## src/rtl/i2cbb_pkg.sv

```systemverilog
// Shared types and constants for the I2C bit-bang master.
// Holds the command and phase encodings and the structs passed between stages.
// No dependencies.
`timescale 1ns / 1ps

package i2cbb_pkg;

    // width of the delay unit tick counter
    localparam int DIVIDER_WIDTH = 16;

    // delay unit register width and reset value
    localparam int DELAY_WIDTH = 16;
    localparam logic [DELAY_WIDTH-1:0] DELAY_RESET = 16'd48;

    // bits per transferred byte
    localparam int BYTE_BITS = 8;

    // stream widths
    localparam int S_TDATA_WIDTH = 16;
    localparam int M_TDATA_WIDTH = 16;

    // command codes
    typedef enum logic [1:0] {
        OP_START = 2'd0,
        OP_STOP  = 2'd1,
        OP_WRITE = 2'd2,
        OP_READ  = 2'd3
    } op_t;

    // bus sequence phases
    typedef enum logic [4:0] {
        PH_IDLE   = 5'd0,
        PH_ST_A1  = 5'd1,
        PH_ST_A2  = 5'd2,
        PH_ST_B1  = 5'd3,
        PH_ST_B2  = 5'd4,
        PH_SP_A   = 5'd5,
        PH_SP_B   = 5'd6,
        PH_SP_C   = 5'd7,
        PH_WR_A   = 5'd8,
        PH_WR_B   = 5'd9,
        PH_WR_BIT = 5'd10,
        PH_WR_ACK = 5'd11,
        PH_RD_LO  = 5'd12,
        PH_RD_HI  = 5'd13,
        PH_RA_A   = 5'd14,
        PH_RA_B   = 5'd15,
        PH_RA_C1  = 5'd16,
        PH_RA_C2  = 5'd17,
        PH_RA_D   = 5'd18,
        PH_RN_A   = 5'd19,
        PH_RN_B   = 5'd20,
        PH_RN_C1  = 5'd21,
        PH_RN_C2  = 5'd22
    } phase_t;

    // one input tick
    typedef struct packed {
        logic       sda_in;
        logic       send_ack;
        logic [7:0] tx_byte;
        op_t        operation;
        logic       cmd_valid;
    } cmd_t;

    // one result tick
    typedef struct packed {
        logic       ack_seen;
        logic [7:0] rx_byte;
        logic       done_res;
        logic       busy_res;
        logic       sda_level;
        logic       sda_drive_enable;
        logic       scl_level;
    } result_t;

endpackage

```

## src/rtl/i2cbb_in_stage.sv

```systemverilog
// Input register of the I2C bit-bang master.
// Takes one tick transaction from the slave stream and holds it for the engine.
// Depends on i2cbb_pkg.
`timescale 1ns / 1ps

module i2cbb_in_stage (
    input  logic                                   clk,
    input  logic                                   rst_n,
    input  logic                                   s_tvalid,
    output logic                                   s_tready,
    // [0] cmd_valid, [2:1] operation, [10:3] tx_byte, [11] send_ack, [12] sda_in
    input  logic [i2cbb_pkg::S_TDATA_WIDTH-1:0]    s_tdata,
    input  logic                                   fire,
    output logic                                   in_valid,
    output i2cbb_pkg::cmd_t                        cmd
);

    logic             valid_reg;
    logic             valid_next;
    i2cbb_pkg::cmd_t  cmd_reg;
    i2cbb_pkg::cmd_t  cmd_next;
    logic             load;

    // slot frees when the engine consumes it
    assign s_tready = !valid_reg || fire;
    assign load     = s_tvalid && s_tready;

    // unpack and hold
    always_comb
    begin
        cmd_next = cmd_reg;
        if (load)
        begin
            cmd_next.cmd_valid = s_tdata[0];
            cmd_next.operation = i2cbb_pkg::op_t'(s_tdata[2:1]);
            cmd_next.tx_byte   = s_tdata[10:3];
            cmd_next.send_ack  = s_tdata[11];
            cmd_next.sda_in    = s_tdata[12];
        end
        valid_next = load ? 1'b1 : (fire ? 1'b0 : valid_reg);
    end

    always_ff @(posedge clk or negedge rst_n)
    begin
        if (!rst_n)
        begin
            valid_reg <= 1'b0;
        end
        else
        begin
            valid_reg <= valid_next;
        end
    end

    // payload needs no reset
    always_ff @(posedge clk)
    begin
        cmd_reg <= cmd_next;
    end

    assign in_valid = valid_reg;
    assign cmd      = cmd_reg;

endmodule

```

## src/rtl/i2cbb_engine.sv

```systemverilog
// Bus sequencer of the I2C bit-bang master: phase machine, delay counter and
// shift datapath, advanced by one tick per consumed transaction.
// Depends on i2cbb_pkg.
`timescale 1ns / 1ps

module i2cbb_engine (
    input  logic                                  clk,
    input  logic                                  rst_n,
    input  logic                                  cfg_we,
    input  logic [i2cbb_pkg::DELAY_WIDTH-1:0]     cfg_wdata,
    input  logic                                  fire,
    input  i2cbb_pkg::cmd_t                       cmd,
    output i2cbb_pkg::result_t                    result
);

    localparam int DivW = i2cbb_pkg::DIVIDER_WIDTH;
    localparam int DlyW = i2cbb_pkg::DELAY_WIDTH;

    i2cbb_pkg::phase_t  phase_reg;
    i2cbb_pkg::phase_t  phase_next;
    logic [DlyW-1:0]    delay_reg;
    logic [DivW-1:0]    tick_reg;
    logic [DivW-1:0]    tick_next;
    logic [DivW-1:0]    tick_load;
    logic [DlyW-1:0]    unit;
    logic [3:0]         bit_reg;
    logic [3:0]         bit_next;
    logic [3:0]         bit_inc;
    logic [7:0]         shift_reg;
    logic [7:0]         shift_next;
    logic               ack_choice_reg;
    logic               ack_choice_next;
    logic               scl_reg;
    logic               scl_next;
    logic               sda_oe_reg;
    logic               sda_oe_next;
    logic               sda_out_reg;
    logic               sda_out_next;
    logic               ack_reg;
    logic               ack_next;
    logic [7:0]         rx_reg;
    logic [7:0]         rx_next;
    logic               enter_en;
    logic               done;
    logic               tick_zero;

    // a zero delay unit behaves as one tick
    assign unit      = (delay_reg == '0) ? DlyW'(1) : delay_reg;
    assign tick_load = DivW'(unit - DlyW'(1));
    assign tick_zero = (tick_reg == '0);
    assign bit_inc   = bit_reg + 4'd1;

    // next phase, step entry and completion
    always_comb
    begin
        phase_next = phase_reg;
        enter_en   = 1'b0;
        done       = 1'b0;
        if (fire)
        begin
            if (phase_reg == i2cbb_pkg::PH_IDLE)
            begin
                if (cmd.cmd_valid)
                begin
                    enter_en = 1'b1;
                    case (cmd.operation)
                        i2cbb_pkg::OP_START: phase_next = i2cbb_pkg::PH_ST_A1;
                        i2cbb_pkg::OP_STOP:  phase_next = i2cbb_pkg::PH_SP_A;
                        i2cbb_pkg::OP_WRITE: phase_next = i2cbb_pkg::PH_WR_A;
                        default:             phase_next = i2cbb_pkg::PH_RD_LO;
                    endcase
                end
            end
            else if (tick_zero)
            begin
                enter_en = 1'b1;
                case (phase_reg)
                    i2cbb_pkg::PH_ST_A1: phase_next = i2cbb_pkg::PH_ST_A2;
                    i2cbb_pkg::PH_ST_A2: phase_next = i2cbb_pkg::PH_ST_B1;
                    i2cbb_pkg::PH_ST_B1: phase_next = i2cbb_pkg::PH_ST_B2;
                    i2cbb_pkg::PH_SP_A:  phase_next = i2cbb_pkg::PH_SP_B;
                    i2cbb_pkg::PH_SP_B:  phase_next = i2cbb_pkg::PH_SP_C;
                    i2cbb_pkg::PH_WR_A:  phase_next = i2cbb_pkg::PH_WR_B;
                    i2cbb_pkg::PH_WR_B:  phase_next = i2cbb_pkg::PH_WR_BIT;
                    i2cbb_pkg::PH_WR_BIT:
                    begin
                        phase_next = (bit_inc < 4'(i2cbb_pkg::BYTE_BITS))
                                   ? i2cbb_pkg::PH_WR_BIT : i2cbb_pkg::PH_WR_ACK;
                    end
                    i2cbb_pkg::PH_RD_LO: phase_next = i2cbb_pkg::PH_RD_HI;
                    i2cbb_pkg::PH_RD_HI:
                    begin
                        if (bit_inc < 4'(i2cbb_pkg::BYTE_BITS))
                        begin
                            phase_next = i2cbb_pkg::PH_RD_LO;
                        end
                        else
                        begin
                            phase_next = ack_choice_reg ? i2cbb_pkg::PH_RA_A
                                                        : i2cbb_pkg::PH_RN_A;
                        end
                    end
                    i2cbb_pkg::PH_RA_A:  phase_next = i2cbb_pkg::PH_RA_B;
                    i2cbb_pkg::PH_RA_B:  phase_next = i2cbb_pkg::PH_RA_C1;
                    i2cbb_pkg::PH_RA_C1: phase_next = i2cbb_pkg::PH_RA_C2;
                    i2cbb_pkg::PH_RA_C2: phase_next = i2cbb_pkg::PH_RA_D;
                    i2cbb_pkg::PH_RN_A:  phase_next = i2cbb_pkg::PH_RN_B;
                    i2cbb_pkg::PH_RN_B:  phase_next = i2cbb_pkg::PH_RN_C1;
                    i2cbb_pkg::PH_RN_C1: phase_next = i2cbb_pkg::PH_RN_C2;
                    // last step of a sequence
                    default:
                    begin
                        phase_next = i2cbb_pkg::PH_IDLE;
                        enter_en   = 1'b0;
                        done       = 1'b1;
                    end
                endcase
            end
        end
    end

    // line levels, counters and shift register
    always_comb
    begin
        tick_next       = tick_reg;
        bit_next        = bit_reg;
        shift_next      = shift_reg;
        ack_choice_next = ack_choice_reg;
        scl_next        = scl_reg;
        sda_oe_next     = sda_oe_reg;
        sda_out_next    = sda_out_reg;
        ack_next        = ack_reg;
        rx_next         = rx_reg;
        if (fire)
        begin
            // command pickup, countdown, or end-of-step actions
            if (phase_reg == i2cbb_pkg::PH_IDLE)
            begin
                if (cmd.cmd_valid)
                begin
                    bit_next = '0;
                    if (cmd.operation == i2cbb_pkg::OP_WRITE)
                    begin
                        shift_next = cmd.tx_byte;
                    end
                    else if (cmd.operation == i2cbb_pkg::OP_READ)
                    begin
                        ack_choice_next = cmd.send_ack;
                        shift_next      = '0;
                        sda_oe_next     = 1'b0;
                    end
                end
            end
            else if (!tick_zero)
            begin
                tick_next = tick_reg - DivW'(1);
            end
            else
            begin
                tick_next = '0;
                case (phase_reg)
                    i2cbb_pkg::PH_ST_B2:  scl_next = 1'b0;
                    i2cbb_pkg::PH_SP_C:   sda_out_next = 1'b1;
                    i2cbb_pkg::PH_WR_BIT:
                    begin
                        scl_next = 1'b0;
                        bit_next = bit_inc;
                    end
                    i2cbb_pkg::PH_WR_ACK:
                    begin
                        ack_next = !cmd.sda_in;
                        scl_next = 1'b0;
                    end
                    i2cbb_pkg::PH_RD_HI:
                    begin
                        shift_next = {shift_reg[6:0], cmd.sda_in};
                        bit_next   = bit_inc;
                        if (bit_inc >= 4'(i2cbb_pkg::BYTE_BITS))
                        begin
                            rx_next = {shift_reg[6:0], cmd.sda_in};
                        end
                    end
                    i2cbb_pkg::PH_RA_D:   scl_next = 1'b0;
                    default:              ;
                endcase
            end

            // levels set on entry to a step
            if (enter_en)
            begin
                tick_next = tick_load;
                case (phase_next)
                    i2cbb_pkg::PH_ST_A1:
                    begin
                        sda_oe_next  = 1'b1;
                        sda_out_next = 1'b1;
                        scl_next     = 1'b1;
                    end
                    i2cbb_pkg::PH_ST_B1:  sda_out_next = 1'b0;
                    i2cbb_pkg::PH_SP_A:
                    begin
                        sda_oe_next = 1'b1;
                        scl_next    = 1'b0;
                    end
                    i2cbb_pkg::PH_SP_B:   sda_out_next = 1'b0;
                    i2cbb_pkg::PH_SP_C:   scl_next = 1'b1;
                    i2cbb_pkg::PH_WR_A:   scl_next = 1'b0;
                    i2cbb_pkg::PH_WR_B:   sda_oe_next = 1'b1;
                    i2cbb_pkg::PH_WR_BIT:
                    begin
                        sda_out_next = shift_next[7];
                        shift_next   = {shift_next[6:0], 1'b0};
                        scl_next     = 1'b1;
                    end
                    i2cbb_pkg::PH_WR_ACK:
                    begin
                        sda_oe_next = 1'b0;
                        scl_next    = 1'b1;
                    end
                    i2cbb_pkg::PH_RD_LO:  scl_next = 1'b0;
                    i2cbb_pkg::PH_RD_HI:  scl_next = 1'b1;
                    i2cbb_pkg::PH_RA_A:   scl_next = 1'b0;
                    i2cbb_pkg::PH_RA_B:
                    begin
                        sda_oe_next  = 1'b1;
                        sda_out_next = 1'b0;
                    end
                    i2cbb_pkg::PH_RA_C1:  scl_next = 1'b1;
                    i2cbb_pkg::PH_RA_D:   scl_next = 1'b0;
                    i2cbb_pkg::PH_RN_A:   scl_next = 1'b0;
                    i2cbb_pkg::PH_RN_B:   sda_oe_next = 1'b0;
                    i2cbb_pkg::PH_RN_C1:  scl_next = 1'b1;
                    default:              ;
                endcase
            end
        end
    end

    // state registers
    always_ff @(posedge clk or negedge rst_n)
    begin
        if (!rst_n)
        begin
            phase_reg      <= i2cbb_pkg::PH_IDLE;
            delay_reg      <= i2cbb_pkg::DELAY_RESET;
            tick_reg       <= '0;
            bit_reg        <= '0;
            shift_reg      <= '0;
            ack_choice_reg <= 1'b0;
            scl_reg        <= 1'b1;
            sda_oe_reg     <= 1'b0;
            sda_out_reg    <= 1'b1;
            ack_reg        <= 1'b0;
            rx_reg         <= '0;
        end
        else
        begin
            phase_reg      <= phase_next;
            if (cfg_we)
            begin
                delay_reg  <= cfg_wdata;
            end
            tick_reg       <= tick_next;
            bit_reg        <= bit_next;
            shift_reg      <= shift_next;
            ack_choice_reg <= ack_choice_next;
            scl_reg        <= scl_next;
            sda_oe_reg     <= sda_oe_next;
            sda_out_reg    <= sda_out_next;
            ack_reg        <= ack_next;
            rx_reg         <= rx_next;
        end
    end

    // result of this tick, taken by the output register
    always_comb
    begin
        result.scl_level        = scl_next;
        result.sda_drive_enable = sda_oe_next;
        result.sda_level        = sda_out_next;
        result.busy_res         = (phase_next != i2cbb_pkg::PH_IDLE);
        result.done_res         = done;
        result.rx_byte          = rx_next;
        result.ack_seen         = ack_next;
    end

    // completion always returns to idle
    assert property (@(posedge clk) disable iff (!rst_n)
        done |-> (phase_next == i2cbb_pkg::PH_IDLE))
        else $error("sequence completed without returning to idle");

    // bit counter never runs past one byte
    assert property (@(posedge clk) disable iff (!rst_n)
        bit_reg <= 4'(i2cbb_pkg::BYTE_BITS))
        else $error("bit counter overran a byte");

    // idle leaves the delay counter cleared
    assert property (@(posedge clk) disable iff (!rst_n)
        (phase_reg == i2cbb_pkg::PH_IDLE) |-> tick_zero)
        else $error("delay counter nonzero while idle");

    // a step holds its phase while the delay counter runs
    assert property (@(posedge clk) disable iff (!rst_n)
        (fire && (phase_reg != i2cbb_pkg::PH_IDLE) && !tick_zero)
        |=> (phase_reg == $past(phase_reg)))
        else $error("phase changed before its delay expired");

    // no phase change without a consumed transaction
    assert property (@(posedge clk) disable iff (!rst_n)
        !fire |=> $stable(phase_reg))
        else $error("phase moved without a transaction");

endmodule

```

## src/rtl/i2cbb_out_stage.sv

```systemverilog
// Result register of the I2C bit-bang master.
// Holds one finished result for the master stream while the engine runs on.
// Depends on i2cbb_pkg.
`timescale 1ns / 1ps

module i2cbb_out_stage (
    input  logic                                  clk,
    input  logic                                  rst_n,
    input  logic                                  fire,
    input  i2cbb_pkg::result_t                    result,
    output logic                                  take,
    output logic                                  m_tvalid,
    input  logic                                  m_tready,
    // [0] scl_level, [1] sda_drive_enable, [2] sda_level, [3] busy_res,
    // [4] done_res, [12:5] rx_byte, [13] ack_seen
    output logic [i2cbb_pkg::M_TDATA_WIDTH-1:0]   m_tdata
);

    logic                valid_reg;
    logic                valid_next;
    i2cbb_pkg::result_t  res_reg;
    i2cbb_pkg::result_t  res_next;

    // room for a new result when empty or being drained
    assign take = !valid_reg || m_tready;

    always_comb
    begin
        res_next   = fire ? result : res_reg;
        valid_next = fire ? 1'b1 : (m_tready ? 1'b0 : valid_reg);
    end

    always_ff @(posedge clk or negedge rst_n)
    begin
        if (!rst_n)
        begin
            valid_reg <= 1'b0;
        end
        else
        begin
            valid_reg <= valid_next;
        end
    end

    always_ff @(posedge clk)
    begin
        res_reg <= res_next;
    end

    // pack the result onto the stream
    assign m_tvalid = valid_reg;
    always_comb
    begin
        m_tdata        = '0;
        m_tdata[0]     = res_reg.scl_level;
        m_tdata[1]     = res_reg.sda_drive_enable;
        m_tdata[2]     = res_reg.sda_level;
        m_tdata[3]     = res_reg.busy_res;
        m_tdata[4]     = res_reg.done_res;
        m_tdata[12:5]  = res_reg.rx_byte;
        m_tdata[13]    = res_reg.ack_seen;
    end

endmodule

```

## src/rtl/i2c_bit_bang_master.sv

```systemverilog
// I2C bit-bang master top level: input register, bus sequencer, result register.
// Depends on i2cbb_pkg, i2cbb_in_stage, i2cbb_engine and i2cbb_out_stage.
`timescale 1ns / 1ps

// Every transaction on the slave stream is one tick of the bus timing base and
// yields exactly one transaction on the master stream carrying the line levels,
// busy and done flags, last received byte and last acknowledge after that tick.
// The block takes one tick per clock cycle when the master stream is not
// stalled; an accepted tick is held in the input register, and its result,
// computed by the sequencer logic, is held in the result register for the
// master stream. Stalls on the master stream hold the sequencer and, once the
// input register is full, lower s_tready. A bus step lasts delay_unit_ticks
// ticks (zero counts as one); a command offered while a sequence runs, or on
// its final tick, is dropped.
// Write cfg_wdata with cfg_we only while no sequence is running.

module i2c_bit_bang_master (
    input  logic                                  clk,
    input  logic                                  rst_n,
    input  logic                                  cfg_we,
    input  logic [i2cbb_pkg::DELAY_WIDTH-1:0]     cfg_wdata,
    input  logic                                  s_tvalid,
    output logic                                  s_tready,
    // [0] cmd_valid, [2:1] operation, [10:3] tx_byte, [11] send_ack, [12] sda_in
    input  logic [i2cbb_pkg::S_TDATA_WIDTH-1:0]   s_tdata,
    output logic                                  m_tvalid,
    input  logic                                  m_tready,
    // [0] scl_level, [1] sda_drive_enable, [2] sda_level, [3] busy_res,
    // [4] done_res, [12:5] rx_byte, [13] ack_seen
    output logic [i2cbb_pkg::M_TDATA_WIDTH-1:0]   m_tdata
);

    logic                in_valid;
    logic                take;
    logic                fire;
    i2cbb_pkg::cmd_t     cmd;
    i2cbb_pkg::result_t  result;

    // sequencer advances when a tick is held and the result slot is free
    assign fire = in_valid && take;

    i2cbb_in_stage u_in (
        .clk      (clk),
        .rst_n    (rst_n),
        .s_tvalid (s_tvalid),
        .s_tready (s_tready),
        .s_tdata  (s_tdata),
        .fire     (fire),
        .in_valid (in_valid),
        .cmd      (cmd)
    );

    i2cbb_engine u_engine (
        .clk       (clk),
        .rst_n     (rst_n),
        .cfg_we    (cfg_we),
        .cfg_wdata (cfg_wdata),
        .fire      (fire),
        .cmd       (cmd),
        .result    (result)
    );

    i2cbb_out_stage u_out (
        .clk      (clk),
        .rst_n    (rst_n),
        .fire     (fire),
        .result   (result),
        .take     (take),
        .m_tvalid (m_tvalid),
        .m_tready (m_tready),
        .m_tdata  (m_tdata)
    );

endmodule

```

## config.mk

```make
export PLATFORM = sky130hd
export DESIGN_NAME = i2c_bit_bang_master
export DESIGN_NICKNAME = d
export VERILOG_FILES = /design/src/rtl/i2cbb_pkg.sv /design/src/rtl/i2cbb_in_stage.sv /design/src/rtl/i2cbb_engine.sv /design/src/rtl/i2cbb_out_stage.sv /design/src/rtl/i2c_bit_bang_master.sv
export SDC_FILE = /design/constraint.sdc
export NUM_CORES = 1
export LEC_CHECK = 0
export ABC_AREA = 1
export BUFFER_PORTS_ARGS = -buffer_cell sky130_fd_sc_hd__buf_2
export CAP_MARGIN = 10
export CORE_ASPECT_RATIO = 1.4
export CORE_MARGIN = 10
export CORE_UTILIZATION = 38
export CTS_CLUSTER_DIAMETER = 150
export DETAILED_ROUTE_END_ITERATION = 10
export PLACE_DENSITY_LB_ADDON = 0.05
export SLEW_MARGIN = 10
export SYNTH_ARGS = -nofsm -noshare
export SYNTH_HDL_FRONTEND = slang
export SYNTH_HIERARCHICAL = 1
export SYNTH_SLANG_ARGS = --single-unit
```

## constraint.sdc

```tcl
create_clock -name clk -period 4.45 [get_ports clk]
set_input_delay 0.89 -clock clk [delete_from_list [all_inputs] [get_ports clk]]
set_output_delay 0.89 -clock clk [all_outputs]
set_load 0.03 [all_outputs]
```

; Word-level counts from Yosys, hierarchy flattened
; Cells that the tools add are included.
[word_totals]
input_bits = 37
output_inout_bits = 18
reg_bits = 91
[classes]
muxes = 63
reduce_logical = 28
bitwise = 2
n_addsub = 3
eq_ne = 44
magnitude_cmp = 2
[ops]
columns = op, n
row1 = $mux W8, 13
row2 = $pmux W5 S17, 1
row3 = $eq A5 B4 Y1 const B, 16
row4 = $mux W16, 4
row5 = $eq A5 B5 Y1 const B, 11
row6 = $eq A5 B3 Y1 const B, 7
row7 = $logic_not A16 Y1, 2
row8 = $sub A16 B1 Y16 const B, 2
row9 = $mux W1, 31
row10 = $mux W5, 6
row11 = $reduce_or A17 Y1, 1
row12 = $mux W4, 4
row13 = $eq A5 B2 Y1 const B, 3
row14 = $pmux W4 S3, 1
row15 = $eq A5 B1 Y1 const B, 2
row16 = $reduce_bool A2 Y1, 4
row17 = $reduce_or A4 Y1, 2
row18 = $reduce_or A7 Y1, 1
row19 = $reduce_or A2 Y1, 3
row20 = $reduce_or A6 Y1, 1
row21 = $logic_not A5 Y1, 1
row22 = $reduce_and A5 Y1, 1
row23 = $reduce_bool A5 Y1, 1
row24 = $add A4 B1 Y4 const B, 1
row25 = other kinds (16), 23

; Depth between registers and ports, before layout
; Gate-level depths: netlist of run 1.
[logic_depth]
depth_word = 12
mapped_depth = 22

; By module
; Netlist of run 1, hierarchy kept.
[by_module_without_submodules]
columns = module, area_per_inst_um2, cells_per_inst, n_inst
row1 = i2cbb_engine, 4356.7, 617, 1
row2 = i2cbb_out_stage, 484.2, 22, 1
row3 = i2cbb_in_stage, 435.4, 19, 1
row4 = i2c_bit_bang_master, 7.5, 2, 1

; Worst setup path after synthesis of run 1
; Ideal clock, no wire load.
[synth_path]
kind = input -> register
start = input m_tready
end = register u_out.res_reg (netlist bit u_out/m_tdata[2]), data pin
required_time_ps = 4199
cell_stages = 17
arrival_ps = 2839
setup_slack_ps = 1360
path_cell_list = inv_1 -> nand2_2 -> nand2_1 -> inv_1 -> clkbuf_1 -> nand2_1 -> o21ai_0 -> nand2_2 -> nand2_2 -> nand3_1 -> nand2_1 -> nand2_1 -> nand3_1 -> nand2_1 -> nand2_1 -> nand2_1 -> buf_4
[synth_between]
elab_chain_cells = 8
elab_cells_between_ends = 13
cone_classes = 5 x eq/ne / 5 x mux / 3 x reduce/logical
[synth_lines]
columns = item, line
row1 = from (decl), i2c_bit_bang_master.sv:27  ; input logic m_tready,
row2 = $logic_or A1 B1 Y1 *, i2cbb_out_stage.sv:25  ; assign take = !valid_reg || m_tready;
row3 = via take, i2c_bit_bang_master.sv:34  ; logic take;
row4 = $logic_and A1 B1 Y1 *, i2c_bit_bang_master.sv:40  ; assign fire = in_valid && take;
row5 = via fire, i2c_bit_bang_master.sv:35  ; logic fire;
row6 = $mux W5 *, i2cbb_engine.sv:59  ; if (fire)
row7 = via u_engine.phase_next[2], i2cbb_engine.sv:20  ; i2cbb_pkg::phase_t phase_next;
row8 = "$eq A5 B2 Y1, or another cell as far along", i2cbb_engine.sv:192  ; case (phase_next)
row9 = $reduce_or A3 Y1 (no line), n/a
row10 = $pmux W1 S3 *, i2cbb_engine.sv:192
row11 = $mux W1 *, i2cbb_engine.sv:189  ; if (enter_en)
row12 = $mux W1 *, i2cbb_engine.sv:134  ; if (fire)
row13 = via u_engine.sda_out_next, i2cbb_engine.sv:38  ; logic sda_out_next;
row14 = to (signal assigned), i2cbb_out_stage.sv:47  ; res_reg <= res_next;
row15 = to (decl), i2cbb_out_stage.sv:21  ; i2cbb_pkg::result_t res_reg;
; Mark *: on every way through the listed nets, which the timed path passes. The rest lies on a longest branch.
; A chain may end at the register's enable or synchronous reset.

==> run metrics, run 1 <==
result of the run=finished, final reports clean; largest fanout on the critical path=16; Peak supply drop=0.177 mV; area added between synthesis and finish=12.7%; net switching power=963 uW; floorplan die area=0.0191 mm2; largest net degree at the start of global routing=45; number of flops mapped to enable cells by yosys=27; pins over their slew limit=0; slew at the pin with the worst max-slew slack=around 730 ps; Via-to-Cell Ratio=5.18; routed vias=~4600; weighted congestion reported at the end of routability-driven placement=0.886; Crit. End Element=register; setup slack of the most critical reg-to-reg path=between 1000 and 1500 ps; Hold Crit Start=u_in/cmd[12]$_DFFE_PP_; wire length per cell=16.0 um; critical path launch point type=register; count of clock tree sinks=91; cell at the root of the clock tree=clkbuf_16; count of nets after finishing=744; final hold violations=0; Clock Power Share=28.9%; Yosys top cell by area=dfrtp_1; remaining max-slew budget at the tightest pin=around half; initial standard-cell utilization of the core=39.1%; worst reg2reg path startpoint=u_engine/tick_reg[0]$_DFFE_PN0P_; Placeable Area=around 0.014 mm2; final number of setup-violating endpoints=0; dominant cells by area after synthesis=dfrtp_1, edfxtp_1, nand2_1; proportion of layout cells with a drive suffix above 1=17.1%; Primary FF master, synth=dfrtp_1; critical path data arrival time=3310 ps; total detailed-routing wirelength=14300 um; total negative setup slack=0 ps; most instantiated cells after synthesis=nand2_1, nor2_1, inv_1; worst endpoint required time=4540 ps; max-capacitance violation count=0; first element of the critical path=u_engine/tick_reg[0]$_DFFE_PN0P_; count of buffer and inverter cells on the critical path=2; input/output buffers=49; maximum number of buffers from clock root to sink=2; Power per Cell Area=about 440 mW/mm2; logic gate share of total power=27.9%; detailed placement HPWL=10700 um; sequential cell area fraction in the yosys report=45.7%; row cnt=50; Worst Clk Skew=6.04 ps; gr ovfl total=0; Int Pwr=1660 uW; drt drc=0; FF+latch count, synth=91; share of the synthesized area in the top cell type=28.4%; most common cell in the synthesized netlist=nand2_1; most numerous cell on the critical path=nand2_1; post-route ant nets=0; number of cells produced by synthesis=between 600 and 700; antenna violations before repair=0; post-route minimum period=3220 ps; number of cells on the critical path=15; number of diodes added for antenna fixing=0; core utilization of the finished layout=44.1%; post-synthesis async set-or-reset flop share=70.3%; capture point of the worst path=u_out/m_tdata[2]$_DFFE_PP_; netlist area before placement=0.00528 mm2; clock tree from TritonCTS=yes; master of the slowest instance on the critical path=nand2_1; wire length of the first global-routing pass=23900 um; number of top-level pins=55; Gates resized, CTS repair=0; count of placed standard cells in the final layout, fillers left out=891; capture instance of the worst register-to-register path=u_out/m_tdata[2]$_DFFE_PP_; total of warnings raised by yosys=6; critical path, cell by cell=inv_1 > ha_1 > inv_1 > nor2_1 > nand2_1 > nor2_1 > nand3_1 > nor2_2 > nand2_1 > o211ai_1 > o31ai_1 > nand2_1 > nand2_1 > nand3_1 > nand2_1; part of the power in registers=a little over two fifths; post-placement cell count=875; via count of the first global-routing pass=between 4000 and 5000; fraction of power spent switching nets=36.7%; Hold Worst Slack=475 ps; overall routing resource usage=15.2%; H-tree depth reported by CTS=3; start-to-end type of the worst setup path=register to register; longest individual stage delay on the worst path=430 ps; Leakage Power=0.00273 uW; CTS Buf Count=9; post-cts hold buffer count=0; achievable frequency=310 MHz; RSZ-0062 raised after global routing=false; worst min-delay path class=register to register; r2r worst-path depth=15; Clk Latency, worst-skew pair=340 ps; synthesized area divided by synthesized cell count=roughly 8 um2; vertical extent of the die=160 um; clock edge transition at the registers on the reported setup and hold paths=roughly 70 ps; cell family contributing the most delay on the critical path=simple AND/OR/NAND/NOR gates; Distinct cells, synth=50; final worst-path cycle share=between 70% and 80%; first-pass iteration count of the detailed router=5; Detailed Route Iter0 Violations=279; postcts setup bufs=0; Die X-Extent=120 um
-- worst min-delay path by stage --
stage                                            end  cells after the start  slack (ps)
after global placement    u_engine/ack_reg$_DFF_PN0_                      1         460
after floorplan           u_engine/ack_reg$_DFF_PN0_                      1         440
after CTS                 u_engine/ack_reg$_DFF_PN0_                      1         480
final                     u_engine/ack_reg$_DFF_PN0_                      1         470
after global routing      u_engine/ack_reg$_DFF_PN0_                      1         500
after detailed placement  u_engine/ack_reg$_DFF_PN0_                      1         470
-- routing by layer --
metal / share of wire [%] / global-route usage [%]
met5: 0 / 0
met2: 51 / 26.7
met4: 3.4 / 7.70
met1: 42 / 16.9
met3: 3.9 / 2.98
-- cells by family after synthesis --
logic type,Yosys count,share of synthesized area [%]
AOI/OAI and AO/OA,115,13.4
xor gates and xnor gates,14,2.32
adders and majority gates,3,0.710
buffers and inverters,108,8.90
DFF,91,45.7
muxes,5,1.07
other,1,0.0710
and+or+nand+nor,323,27.8
-- power by group through the flow --
stage	clock [uW]	combinational (uW)	sequential, uW
after floorplan	0	545	1140
after global placement	0	722	1150
after CTS	785	736	1130
after global routing	821	830	1150
final	758	732	1130
after detailed placement	0	731	1150
-- through the flow --
stage	setup WS, ps	area [um2]	total power, uW
3_3_place_gp	1300	5660	1870
3_5_place_dp	1260	5660	1880
6_report	1230	5960	2620
2_1_floorplan	1360	5290	1680
5_1_grt	978	5960	2800
4_1_cts	1230	5960	2650
-- cells in the final DEF, fill, tap and decap left out, drive strengths merged, types with 2 or more instances in the layout --
master | synthesis | final
o22ai | 2 | 2
o21ai | 46 | 46
conb | 1 | 2
nor2 | 88 | 88
nand2 | 156 | 156
mux2 | 5 | 5
edfxtp | 27 | 27
a211oi | 3 | 3
o31ai | 9 | 9
clkbuf | 8 | 9
o41ai | 2 | 2
o211ai | 18 | 18
dfrtp | 60 | 60
ha | 3 | 3
o221ai | 2 | 2
nor4 | 4 | 4
nor3 | 3 | 3
o311ai | 2 | 2
dfstp | 4 | 4
a31oi | 2 | 2
clkinv | 3 | 4
xor2 | 13 | 13
inv | 82 | 86
clkinvlp | 0 | 2
nand3 | 58 | 58
buf | 15 | 55
nand4 | 12 | 12
a21oi | 22 | 22
-- cell type report --
| type | count | area, um2 |
|---|---|---|
| Clock buffer | 9 | 225 |
| Inverter | 85 | 327 |
| Multi-Input combinational cell | 462 | 2400 |
| Tap cell | 182 | 228 |
| Timing Repair Buffer | 55 | 290 |
| Clock inverter | 7 | 68.8 |
| Sequential cell | 91 | 2420 |
| Fill cell | 1407 | 7560 |
(Power assumes the default switching activity.)
==> inputs of run 2 (changes only) <==
==> constraint.sdc (replaced) <==
create_clock -name clk -period 3.05 [get_ports clk]
set_input_delay 0.61 -clock clk [delete_from_list [all_inputs] [get_ports clk]]
set_output_delay 0.61 -clock clk [all_outputs]
set_load 0.03 [all_outputs]
==> run metrics, run 2 (same netlist as run 1, synthesis figures left out) <==
Via-to-Cell Ratio=5.14 (-0.72%); count of nets after finishing=758 (+1.9%); row cnt=50 (unchanged); leading cell type in the layout, fill and taps excluded=nand2_1; vertical extent of the die=160 um (unchanged); commonest non-fill, non-tap cells in the layout=nand2_1, nor2_1, inv_1; post-route ant nets=0 (unchanged); proportion of layout cells with a drive suffix above 1=18.8% (+1.7 points); clock tree from TritonCTS=yes; via count of the first global-routing pass=4758 (-1.6%); final hold violations=0 (unchanged); maximum number of buffers from clock root to sink=2 (unchanged); count of clock tree sinks=91 (unchanged); area of all sequential standard cells=0.00242 mm2 (unchanged); number of diodes added for antenna fixing=0 (unchanged); total negative setup slack=0 ps (unchanged); overall routing resource usage=15.0% (-0.23 points); first element of the critical path=u_engine/tick_reg[0]$_DFFE_PN0P_; weighted congestion reported at the end of routability-driven placement=0.874 (-1.3%); # fillers=1422 (+1.1%); largest fanout on the critical path=10 (-6); Detailed Route Iter0 Violations=327 (+17%); critical path launch point type=register; Worst Clk Skew=6.23 ps (+0.195 ps); Power per Cell Area=638 mW/mm2 (+45%); critical path, cell by cell=inv_1 > ha_1 > inv_1 > nor2_1 > nand2_1 > nor2_1 > nand3_2 > nand3_1 > o21ai_1 > nor2_4 > nand4_4 > nor2_4 > nor2_1 > nand3_1 > nand2_1 > nand2_1 > nand2_1; post-cts hold buffer count=0 (unchanged); start-to-end type of the worst setup path=register to register; Hold Worst Slack=397 ps (-77.8 ps); Placeable Area=0.0135 mm2 (unchanged); result of the run=finished, final reports clean; pins over their slew limit=0 (unchanged); remaining max-slew budget at the tightest pin=39.6% (-11 points); Leakage Power=0.00281 uW (+2.9%); initial standard-cell utilization of the core=39.1% (unchanged); achievable frequency=367 MHz (+18%); first-pass iteration count of the detailed router=5 (unchanged); antenna violations before repair=0 (unchanged); Peak supply drop=0.350 mV (+98%); max-capacitance violation count=0 (unchanged); wire length of the first global-routing pass=23500 um (-1.5%); drt drc=0 (unchanged); final number of setup-violating endpoints=0 (unchanged); area added between synthesis and finish=15.3%; Die X-Extent=120 um (unchanged); Clk Latency, worst-skew pair=340 ps (about the same); most numerous cell on the critical path=nand2_1; postcts setup bufs=0 (unchanged); clock edge transition at the registers on the reported setup and hold paths=70 ps (about the same); longest individual stage delay on the worst path=360 ps (-70 ps); CTS Buf Count=9 (unchanged); H-tree depth reported by CTS=3 (unchanged); gr ovfl total=0 (unchanged); detailed placement HPWL=10900 um (+1.7%); largest net degree at the start of global routing=35 (-22%); combined area of the multi-input logic cells=0.00241 mm2 (+0.52%); worst endpoint required time=3140 ps (-1400 ps); critical path data arrival time=2820 ps (-490 ps); cell at the root of the clock tree=clkbuf_16; Gates resized, CTS repair=0 (unchanged); routed vias=4656 (+0.84%); RSZ-0062 raised after global routing=false; floorplan die area=0.0191 mm2 (unchanged); worst min-delay path class=input pin to async pin; post-route minimum period=2730 ps (-496 ps); total detailed-routing wirelength=14300 um (about the same); number of top-level pins=55 (unchanged); final worst-path cycle share=89.4% (+17 points); wire length per cell=15.8 um (-1.5%); slew at the pin with the worst max-slew slack=906 ps (+174 ps); input/output buffers=49 (unchanged); worst reg2reg path startpoint=u_engine/tick_reg[0]$_DFFE_PN0P_; Crit. End Element=register; master of the slowest instance on the critical path=dfrtp_1; core utilization of the finished layout=45.1% (+1.0 points)
-- run 2: path summary, 6_finish.rpt --
check	to	slack [ps]	depth (start not counted)
worst max register to register	u_out/m_tdata[2]$_DFFE_PP_	320	17
worst min-delay path	u_engine/phase_reg[3]$_DFF_PN0_	400	1
worst min register to register	u_engine/ack_reg$_DFF_PN0_	460	1
worst max-delay path	u_out/m_tdata[2]$_DFFE_PP_	320	17
max in group asynchronous	u_engine/delay_reg[5]$_DFFE_PN1P_	1950	2
min in group clk	u_in/cmd[6]$_DFFE_PP_	440	1
-- run 2: per-layer routing --
layer	track usage [%]	vias up	routed length, um
met2	27.8	102	7590
met1	16.7	2212	5940
met5	0	-	0
met3	2.41	16	495
li1	-	2326	-
met4	5.01	0	267
-- run 2: cell type report --
class                           count  share of cell area (%)
Sequential cell                    91                    39.7
Multi-Input combinational cell    462                    39.6
Timing Repair Buffer               69                    6.69
Inverter                           85                    5.36
Clock buffer                       10                    3.76
Tap cell                          182                    3.74
Clock inverter                      6                    1.19
-- run 2: report_power, final --
group	switching [uW]	internal, uW	total [uW]
sequential	171	1470	1640
combinational	711	400	1110
clock	488	645	1130
total	1370	2520	3890
-- run 2: worst max-delay path, delay by kind of cell, from the launching register on --
family,cells,cell delay [ps]
DFF,1,360
buffers and inverters,2,140
AOI/OAI and AO/OA,1,100
and+or+nand+nor,13,1670
adders and majority gates,1,190
-- run 2: metrics by stage --
step	std cells	cell area, um2	power [uW]	setup slack [ps]
after detailed placement	889	5780	2780	258
after floorplan	661	5290	2450	240
after CTS	905	6080	3930	247
final	905	6090	3890	322
after global routing	905	6090	4150	0.436
after global placement	889	5780	2750	238
==> inputs of run 3 (changes only) <==
--- a/config.mk
+++ b/config.mk
@@ -11,9 +11,8 @@
 export CORE_ASPECT_RATIO = 1.4
 export CORE_MARGIN = 10
 export CORE_UTILIZATION = 38
-export CTS_CLUSTER_DIAMETER = 150
 export DETAILED_ROUTE_END_ITERATION = 10
-export PLACE_DENSITY_LB_ADDON = 0.05
+export PLACE_DENSITY_LB_ADDON = 0.12
 export SLEW_MARGIN = 10
 export SYNTH_ARGS = -nofsm -noshare
 export SYNTH_HDL_FRONTEND = slang
==> run metrics, run 3 (same netlist as run 1, synthesis figures left out) <==
floorplan die area=0.0191 mm2 (unchanged); maximum number of buffers from clock root to sink=2 (unchanged); worst endpoint required time=3130 ps (about the same); capture instance of the worst register-to-register path=u_out/m_tdata[2]$_DFFE_PP_; clock edge transition at the registers on the reported setup and hold paths=60 ps (about the same); clock tree from TritonCTS=yes; count of clock tree sinks=91 (unchanged); remaining max-slew budget at the tightest pin=53.3% (+14 points); routed vias=4593 (-1.4%); critical path data arrival time=2860 ps (+40 ps); cell family contributing the most delay on the critical path=simple AND/OR/NAND/NOR gates; post-route ant nets=0 (unchanged); Hold Worst Slack=255 ps (-142 ps); wire length of the first global-routing pass=22500 um (-4.2%); r2r worst-path depth=16 (-1); Leakage Power=0.00277 uW (-1.3%); overall routing resource usage=14.5% (-0.49 points); input/output buffers=49 (unchanged); postcts setup bufs=0 (unchanged); Detailed Route Iter0 Violations=203 (-38%); number of diodes added for antenna fixing=0 (unchanged); GRT met3 Usage=2.98% (+0.57 points); most numerous cell on the critical path=nand2_1; Peak supply drop=0.281 mV (-20%); commonest non-fill, non-tap cells in the layout=nand2_1, nor2_1, inv_1; Placeable Area=0.0135 mm2 (unchanged); largest net degree at the start of global routing=44 (+26%); master of the slowest instance on the critical path=dfrtp_1; weighted congestion reported at the end of routability-driven placement=0.925 (+5.7%); longest individual stage delay on the worst path=540 ps (+180 ps); final number of setup-violating endpoints=0 (unchanged); drt drc=0 (unchanged); via count of the first global-routing pass=4648 (-2.3%); row cnt=50 (unchanged); proportion of layout cells with a drive suffix above 1=19.2% (+0.36 points); met1 routing resource usage after global routing=15.6% (-1.1 points); Via-to-Cell Ratio=5.09 (-1.0%); count of nets after finishing=755 (-0.40%); first-pass iteration count of the detailed router=5 (unchanged); total detailed-routing wirelength=13800 um (-3.2%); RSZ-0062 raised after global routing=false; total negative setup slack=0 ps (unchanged); Die X-Extent=120 um (unchanged); setup slack of the most critical reg-to-reg path=270 ps (-50 ps); largest fanout on the critical path=19 (+9); leading cell type in the layout, fill and taps excluded=nand2_1; slew at the pin with the worst max-slew slack=695 ps (-211 ps); Clk Latency, worst-skew pair=340 ps (about the same); area added between synthesis and finish=14.4%; gr ovfl total=0 (unchanged); final hold violations=0 (unchanged); worst min-delay path class=input pin to async pin; vertical extent of the die=160 um (unchanged); Crit. End Element=register; number of top-level pins=55 (unchanged); antenna violations before repair=0 (unchanged); initial standard-cell utilization of the core=39.1% (unchanged); post-cts hold buffer count=0 (unchanged); Worst Clk Skew=5.75 ps (-0.486 ps); Power per Cell Area=623 mW/mm2 (-2.4%); pins over their slew limit=0 (unchanged); Gates resized, CTS repair=0 (unchanged); start-to-end type of the worst setup path=register to register; busiest layer in global routing=met2; critical path launch point type=register; CTS Buf Count=9 (unchanged); worst reg2reg path startpoint=u_engine/phase_reg[2]$_DFF_PN0_; achievable frequency=360 MHz (-1.8%); # fillers=1367 (-3.9%); cell at the root of the clock tree=clkbuf_16; max-capacitance violation count=0 (unchanged); count of buffer and inverter cells on the critical path=2 (unchanged); post-route minimum period=2780 ps (+48.9 ps); result of the run=finished, final reports clean; met2 track demand over resource=26.0% (-1.8 points); final worst-path cycle share=91.0% (+1.6 points); wire length per cell=15.3 um (-2.8%); detailed placement HPWL=10500 um (-3.7%); H-tree depth reported by CTS=3 (unchanged); critical path, cell by cell=nor2_8 > nand2_4 > nor2_8 > inv_4 > nand2_4 > inv_2 > nand3_1 > o21ai_1 > nor2_4 > nand4_4 > nor2_4 > nor2_1 > nand3_1 > nand2_1 > nand2_1 > nand2_1
## run 3: changes by cell type in the layout (fill, tap and decap cells not counted), moves of 2 or more
cell and change:
buf_4 -3, clkinvlp_4 +2, clkinv_2 +2, nand2_2 +2, nor2_2 +2, nand2_1 -2, clkinv_4 -2
## run 3: routing by layer
| metal | vias to the layer above | wire length [um] | share of wire, % |
|---|---|---|---|
| met5 | - | 0 | 0 |
| met4 | 0 | 461 | 3.3 |
| met3 | 28 | 498 | 3.6 |
| met2 | 116 | 7160 | 52 |
| met1 | 2128 | 5720 | 41 |
| li1 | 2321 | - | - |
## run 3: layout make-up
| class | count | area (um2) | share of cell area (%) |
|---|---|---|---|
| Inverter | 85 | 327 | 5.40 |
| Timing Repair Buffer | 66 | 385 | 6.38 |
| Clock buffer | 10 | 229 | 3.79 |
| Multi-Input combinational cell | 462 | 2410 | 40.0 |
| Sequential cell | 91 | 2420 | 40.0 |
| Tap cell | 182 | 228 | 3.77 |
| Clock inverter | 6 | 41.3 | 0.683 |
## run 3: power by group
group	internal [uW]	total, uW	leakage, uW	switching [uW]
sequential	1470	1660	0.00106	186
combinational	391	1080	0.00159	686
clock	552	1030	0.000125	476
## run 3: per-stage QoR
| stage | utilization [%] | instances | setup slack (ps) | power, uW | cell area (um2) |
|---|---|---|---|---|---|
| after floorplan | - | 661 | 240 | 2450 | 5290 |
| after global routing | 44.7 | 902 | 9.53 | 4010 | 6040 |
| after CTS | 44.6 | 902 | 179 | 3790 | 6030 |
| after global placement | 42.6 | 886 | 207 | 2720 | 5760 |
| final | 44.7 | 902 | 273 | 3760 | 6040 |
| after detailed placement | 42.6 | 886 | 202 | 2740 | 5760 |
## run 3: worst max path at each step
stage,start,end,slack (ps),depth (start not counted)
final,u_engine/phase_reg[2]$_DFF_PN0_,u_out/m_tdata[2]$_DFFE_PP_,270,16
after global routing,u_engine/tick_reg[0]$_DFFE_PN0P_,u_out/m_tdata[2]$_DFFE_PP_,10,19
after CTS,u_engine/tick_reg[0]$_DFFE_PN0P_,u_out/m_tdata[0]$_DFFE_PP_,180,20
after detailed placement,u_engine/tick_reg[0]$_DFFE_PN0P_,u_out/m_tdata[0]$_DFFE_PP_,200,20
after global placement,u_engine/phase_reg[4]$_DFF_PN0_,u_out/m_tdata[2]$_DFFE_PP_,210,19
after floorplan,m_tready,u_out/m_tdata[2]$_DFFE_PP_,240,17
